File: src/sv/rsi_dly.sv
// Delay line with valid bits, stepping with the pipeline enable.
module rsi_dly #(
    parameter int DEPTH = 4,
    parameter int W     = 8
) (
    input  logic         i_clk,
    input  logic         i_rst_n,
    input  logic         i_en,
    input  logic         i_valid,
    input  logic [W-1:0] i_data,
    output logic         o_valid,
    output logic [W-1:0] o_data
);

    logic [DEPTH-1:0] r_valid;
    logic [W-1:0]     r_data [DEPTH];

    always_ff @(posedge i_clk) begin
        if (!i_rst_n) begin
            r_valid <= '0;
        end else if (i_en) begin
            r_valid[0] <= i_valid;
            for (int k = 1; k < DEPTH; k++) begin
                r_valid[k] <= r_valid[k-1];
            end
        end
    end

    always_ff @(posedge i_clk) begin
        if (i_en) begin
            r_data[0] <= i_data;
            for (int k = 1; k < DEPTH; k++) begin
                r_data[k] <= r_data[k-1];
            end
        end
    end

    assign o_valid = r_valid[DEPTH-1];
    assign o_data  = r_data[DEPTH-1];

endmodule

File: config.mk
export PLATFORM = sky130hd
export DESIGN_NAME = rsi_dly
export DESIGN_NICKNAME = d
export VERILOG_FILES = /design/src/sv/rsi_dly.sv
export SDC_FILE = /design/constraint.sdc
export NUM_CORES = 1
export LEC_CHECK = 0
export BUFFER_PORTS_ARGS = -buffer_cell sky130_fd_sc_hd__buf_2
export CAP_MARGIN = 20
export CORE_MARGIN = 1.5
export CORE_UTILIZATION = 40
export DETAILED_ROUTE_END_ITERATION = 12
export GPL_TIMING_DRIVEN = 0
export PLACE_DENSITY_LB_ADDON = 0.25
export SLEW_MARGIN = 20
export SYNTH_ARGS = -nofsm -noshare
export SYNTH_HDL_FRONTEND = slang
export SYNTH_SLANG_ARGS = --single-unit
File: constraint.sdc
create_clock -name i_clk -period 0.8 [get_ports i_clk]
set_input_delay 0.12 -clock i_clk [delete_from_list [all_inputs] [get_ports i_clk]]
set_output_delay 0.12 -clock i_clk [all_outputs]
set_load 0.01 [all_outputs]
==> results of run 1 <==
## final timing paths
kind | startpoint | to | slack, ns | depth (start not counted)
worst max-delay path | r_data[3][7]$_DFFE_PP_ | o_data[7] | -0.14 | 1
worst min-delay path | i_rst_n | r_valid[0]$_SDFFE_PN0P_ | 0.04 | 2
worst max register to register | r_data[2][7]$_DFFE_PP_ | r_data[3][7]$_DFFE_PP_ | 0.16 | 0
worst min register to register | r_data[0][2]$_DFFE_PP_ | r_data[1][2]$_DFFE_PP_ | 0.43 | 0
## flip-flops by register name, summed over array words and instances, names as in the netlist
register,flops
r_data,32
r_valid,4
## kinds of logic after synthesis
family | Yosys count
buffers and inverters | 1
DFF | 36
muxes | 4
and+or+nand+nor | 4
## final cells by class
| class | count | share of cell area |
|---|---|---|
| clock buffers | 7 | 0.0323 |
| clock inverters | 1 | 0.00269 |
| repair buffers | 28 | 0.136 |
| plain buffers | 1 | 0.00808 |
| well taps | 30 | 0.0269 |
| flip-flops and latches | 36 | 0.748 |
| multi-input cells | 8 | 0.0467 |
## repair_timing
item	4_1_cts	5_1_grt
hold endpoints to repair	8	0
gates resized for setup	3	0
hold buffers	8	0
endpoints found under the setup margin	13	9
## synth_stat cells
| library cell | n |
|---|---|
| edfxtp_1 | 32 |
| dfxtp_1 | 4 |
| mux2i_1 | 4 |
| nor2b_1 | 4 |
| buf_6 | 1 |
## metrics by stage
step | setup TNS [ns] | hold WS (ns) | worst slack, ns
2_1_floorplan | 0 | 0.219 | 0.201
3_3_place_gp | -9.00 | 0.297 | -0.418
3_5_place_dp | -10.13 | 0.298 | -0.468
4_1_cts | -1.35 | 0.0325 | -0.171
5_1_grt | -1.69 | 0.0459 | -0.203
6_report | -1.14 | 0.0448 | -0.142
## metal layers
metal / track usage / wire length, um
met1: 0.0863 / 454
met2: 0.126 / 530
met3: 0.0512 / 98
met4: 0.0816 / 38
met5: 0 / 0
## cells in the final DEF, fill, tap and decap left out
| master | Yosys | routed |
|---|---|---|
| clkinv_1 | 0 | 1 |
| buf_2 | 0 | 18 |
| dfxtp_2 | 0 | 1 |
| edfxtp_1 | 32 | 32 |
| dfxtp_1 | 4 | 3 |
| dlygate4sd3_1 | 0 | 8 |
| clkbuf_1 | 0 | 2 |
| nor2b_1 | 4 | 4 |
| buf_4 | 0 | 1 |
| mux2i_1 | 4 | 4 |
| clkbuf_4 | 0 | 5 |
| buf_6 | 1 | 2 |
## power by group through the flow
stage	sequential [uW]	combinational [uW]	clock, uW
CTS	2210	145	884
global placement	2240	110	0
detailed placement	2250	114	0
global route	2220	158	969
floorplan	2250	22.2	0
finish	2200	142	838
==> metrics.txt, run 1 <==
multi-input logic area about 65 um2; Vias 486; Routed WL per cell a little over 10 um; Crit path largest cell delay around 0.37 ns; critical path's top delay family flip-flops; Least-Margin Pin Slew 0.391 ns; diode count 0; DIE HEIGHT 55.9 um; Switching Share 0.186; Synth Net Count 57; CP bufs+invs 1; GRT Total Usage 0.0873; Pleak 0.000522 uW; total CTS buffers 5; pwr dens between 2000 and 2500 nW/um2; Synth Register Bits 36; FF/Latch Area roughly 1000 um2; input/output buffers 20; Max Freq 1060 MHz; Setup crit end kind primary output; Routed WL 1120 um; Flop pwr share 0.692; post-route worst setup slack -0.142 ns; unrepaired setup endpoints after global routing yes; Synth top area share 0.860; Slew headroom 0.739; DRT Pass-1 Iters 4; fin crit period 0.942 ns; Yosys Warn Count 0; Crit Path Max Fanout 1; final core utilization 0.543; fill count 209; Antenna Violating Nets Remaining 0; largest net degree at the start of global routing 34; area share of xor/xnor cells in the synthesized design 0; share of layout cells above drive strength 1 0.333; Post-Place Cells 95; CP cell instances buf_2; Reg clk slew, reported paths 0.09 ns; worst hold path type input port to flip-flop; endpoints failing setup 9; Setup Skew 0.00533 ns; Critical Path AT just over 0.8 ns; status complete, but fails checks; fin crit share 1.18; cell row count 18; DRT iter0 DRCs 5; post-synthesis adder-cell area fraction 0; P&R area growth vs syn 24.7%; main combinational cell family by area after synthesis multiplexers; Synth cell types 5; Design Power roughly 3200 uW; Synth Cell Area 1120 um2; vias in the first global route 459; Placed Area roughly 1300 um2; Core Area between 2000 and 3000 um2; Max stage delay cell, worst path edfxtp_1; initial antenna violation count 0; max-slew violations 0; Final Hold Viols 0; Clock Power Share 0.263; Comb power frac 0.045; Mapped Avg Cell Area roughly 25 um2; Die W 55.9 um; synth top area cells edfxtp_1 (86%), dfxtp_1 (7.2%), mux2i_1 (3.6%); Cells after Synth 45; # Max-Cap Violations 0; internal power 2590 uW; H-Tree Depth 2; starting density of the core 0.435; first-pass GRT wire length 1890 um; worst-case vdd ir drop 0.00121 V; Root Buffer clkbuf_4; CTS max path bufs 2; CTS tree yes; Req. time, crit path roughly 0.68 ns; failing checks negative setup slack; WS Path Type flip-flop to primary output; post-CTS setup buffer count 0; Avg Vias per Cell between 4 and 5; DIE AREA 3120 um2; mux cell area share after synthesis 0.0358; drt drc 0; DPL Wire Length 624 um; fraction of the mapped netlist area in simple logic gates 0.0224; post-synth top area cell edfxtp_1; Net count, final 92; Final Wtd Congestion about 0.59; compound-cell area share of the yosys netlist 0; Startpoint Class flip-flop; I/O Pins 21; net switching power 592 uW; sequential area share after synthesis 0.932; CTS Sinks 36; Non-Filler Instances 111; Worst-Skew Late Latency 0.31 ns; GR Overflow Total 0; post-route cell area 1390 um2
No activity file was read; power rests on OpenSTA's default activity.
==> run 2, diff against run 1 <==
CORE_MARGIN = 2   (was 1.5)
==> run 2 against run 1 <==
The flow still finishes with violations (negative setup slack). Wire length grew 17%. First-iteration DRC count is 20% lower. Non-clock buffer count unchanged. Largest power group unchanged. Sequential power hardly changed. Register-to-register slack about the same. Utilization is 2.8 points lower. Die area rose by 3.6%. Highest routed layer unchanged. Cell area about the same.
==> metrics.txt, run 2 (synthesis results as in run 1) <==
status complete, but fails checks (unchanged); failing checks negative setup slack (unchanged); Slew headroom 0.737 (was 0.739); DIE HEIGHT 56.9 um (was 55.9 um); DRT iter0 DRCs 4 (was 5); max-slew violations 0 (unchanged); Routed WL 1310 um (was 1120 um); Max Freq 1030 MHz (was 1060 MHz); Final Wtd Congestion 0.575 (was 0.595); CP cell instances buf_2 (unchanged); largest net degree at the start of global routing 34 (unchanged); first-pass GRT wire length 2170 um (was 1890 um); Die W 56.9 um (was 55.9 um); Pleak 0.000522 uW (unchanged); fin crit period 0.973 ns (was 0.942 ns); vias in the first global route 510 (was 459); initial antenna violation count 0 (unchanged); most common cell after layout, fill and taps aside edfxtp_1 (unchanged); drt drc 0 (unchanged); Max stage delay cell, worst path edfxtp_1 (unchanged); FF/Latch Area 1040 um2 (unchanged); max reg flops 32 (unchanged); H-Tree Depth 2 (unchanged); post-CTS setup buffer count 0 (unchanged); Worst-Skew Late Latency 0.32 ns (was 0.31 ns); CTS max path bufs 2 (unchanged); Critical Path AT 0.85 ns (was 0.82 ns); worst slack at placement -0.480 ns (was -0.468 ns); DR WL met3 120 um (was 98 um); DIE AREA 3230 um2 (was 3120 um2); P&R area growth vs syn 24.9% (was 24.7%); I/O Pins 21 (unchanged); Routed WL per cell 11.7 um (was 10.1 um); diode count 0 (unchanged); Setup Skew 0.00518 ns (was 0.00533 ns); Root Buffer clkbuf_4 (unchanged); endpoints failing setup 9 (unchanged); pwr dens 2290 nW/um2 (was 2280 nW/um2); Placed Area 1260 um2 (was 1250 um2); Largest regs r_data: 32 flops, r_valid: 4 flops (unchanged); Top reg by flops r_data (unchanged); Net count, final 92 (unchanged); post-route worst setup slack -0.173 ns (was -0.142 ns); multi-input logic area 65.1 um2 (unchanged); DRT Pass-1 Iters 3 (was 4); starting density of the core 0.412 (was 0.435); Antenna Violating Nets Remaining 0 (unchanged); total CTS buffers 5 (unchanged); fill count 234 (was 209); Final Hold Viols 0 (unchanged); cell row count 19 (was 18); Least-Margin Pin Slew 0.394 ns (was 0.391 ns); input/output buffers 20 (unchanged); post-route cell area 1400 um2 (was 1390 um2); Avg Vias per Cell 4.47 (was 4.38); WS Path Type flip-flop to primary output (unchanged); hold slack 0.0452 ns (was 0.0448 ns); CTS Sinks 36 (unchanged); fin crit share 1.22 (was 1.18); Top Metal Used met4 (unchanged); CP bufs+invs 1 (unchanged); unrepaired setup endpoints after global routing yes (unchanged); Req. time, crit path 0.68 ns (about the same); Crit path largest cell delay 0.39 ns (was 0.37 ns); Vias 501 (was 486); most frequent cells in the layout edfxtp_1 (32), buf_2 (18), dlygate4sd3_1 (8) (unchanged); Core Area 2710 um2 (was 2570 um2); share of layout cells above drive strength 1 0.333 (unchanged); Setup crit end kind primary output (unchanged); critical path's top delay family flip-flops (unchanged); GR Overflow Total 0 (unchanged); worst-case vdd ir drop 0.00131 V (was 0.00121 V); # Max-Cap Violations 0 (unchanged); GRT Total Usage 0.101 (was 0.0873); Reg clk slew, reported paths 0.10 ns (was 0.09 ns); Crit Path Max Fanout 1 (unchanged); CTS tree yes (unchanged); Startpoint Class flip-flop (unchanged); worst hold path type input port to flip-flop (unchanged); wl on met1 483 um (was 454 um); Met2 Wirelength 679 um (was 530 um)
[run 2: cell counts in the layout (fill, tap and decap cells not counted)]
Identical to the previous run, type by type.
[run 2: stage by stage]
step / TNS (ns) / instances / util / power [uW]
floorplan: 0 / 45 / - / 2280
global placement: -9.60 / 96 / 0.464 / 2350
detailed placement: -10.53 / 96 / 0.464 / 2370
CTS: -1.44 / 112 / 0.515 / 3250
global route: -1.76 / 112 / 0.515 / 3370
finish: -1.22 / 112 / 0.515 / 3200
[run 2: final timing paths]
| kind | start | end | slack (ns) | depth (start not counted) |
|---|---|---|---|---|
| min | i_rst_n | r_valid[1]$_SDFFE_PN0P_ | 0.05 | 2 |
| max reg2reg | r_valid[0]$_SDFFE_PN0P_ | r_valid[0]$_SDFFE_PN0P_ | 0.15 | 2 |
| min reg2reg | r_data[0][1]$_DFFE_PP_ | r_data[1][1]$_DFFE_PP_ | 0.42 | 0 |
| max | r_data[3][6]$_DFFE_PP_ | o_data[6] | -0.17 | 1 |
[run 2: area by class of cell]
type	instances	share of cell area
timing repair buffer	28	0.135
clock buffer	7	0.0323
multi-input combinational	8	0.0466
tap	31	0.0278
sequential	36	0.747
clock inverter	1	0.00269
buffer	1	0.00807
[run 2: what timing repair did]
action / CTS / global route
gates cloned: 0 / 0
hold endpoints to repair: 8 / 0
resized for setup: 3 / 0
pin swaps: 0 / 0
setup endpoints to repair: 13 / 9
hold buffers: 8 / 0
[run 2: routing by layer]
metal | up-vias | GRT usage
met3 | 4 | 0.0484
met2 | 22 | 0.159
met4 | 0 | 0.0897
li1 | 240 | -
met5 | - | 0
met1 | 235 | 0.0944
[run 2: where the power goes]
| group | leakage, uW | total, uW | internal [uW] | switching, uW |
|---|---|---|---|---|
| registers | 0.000346 | 2200 | 2180 | 27.4 |
| clock network | 0.0000269 | 849 | 338 | 511 |
| logic | 0.000149 | 145 | 76.1 | 69.1 |
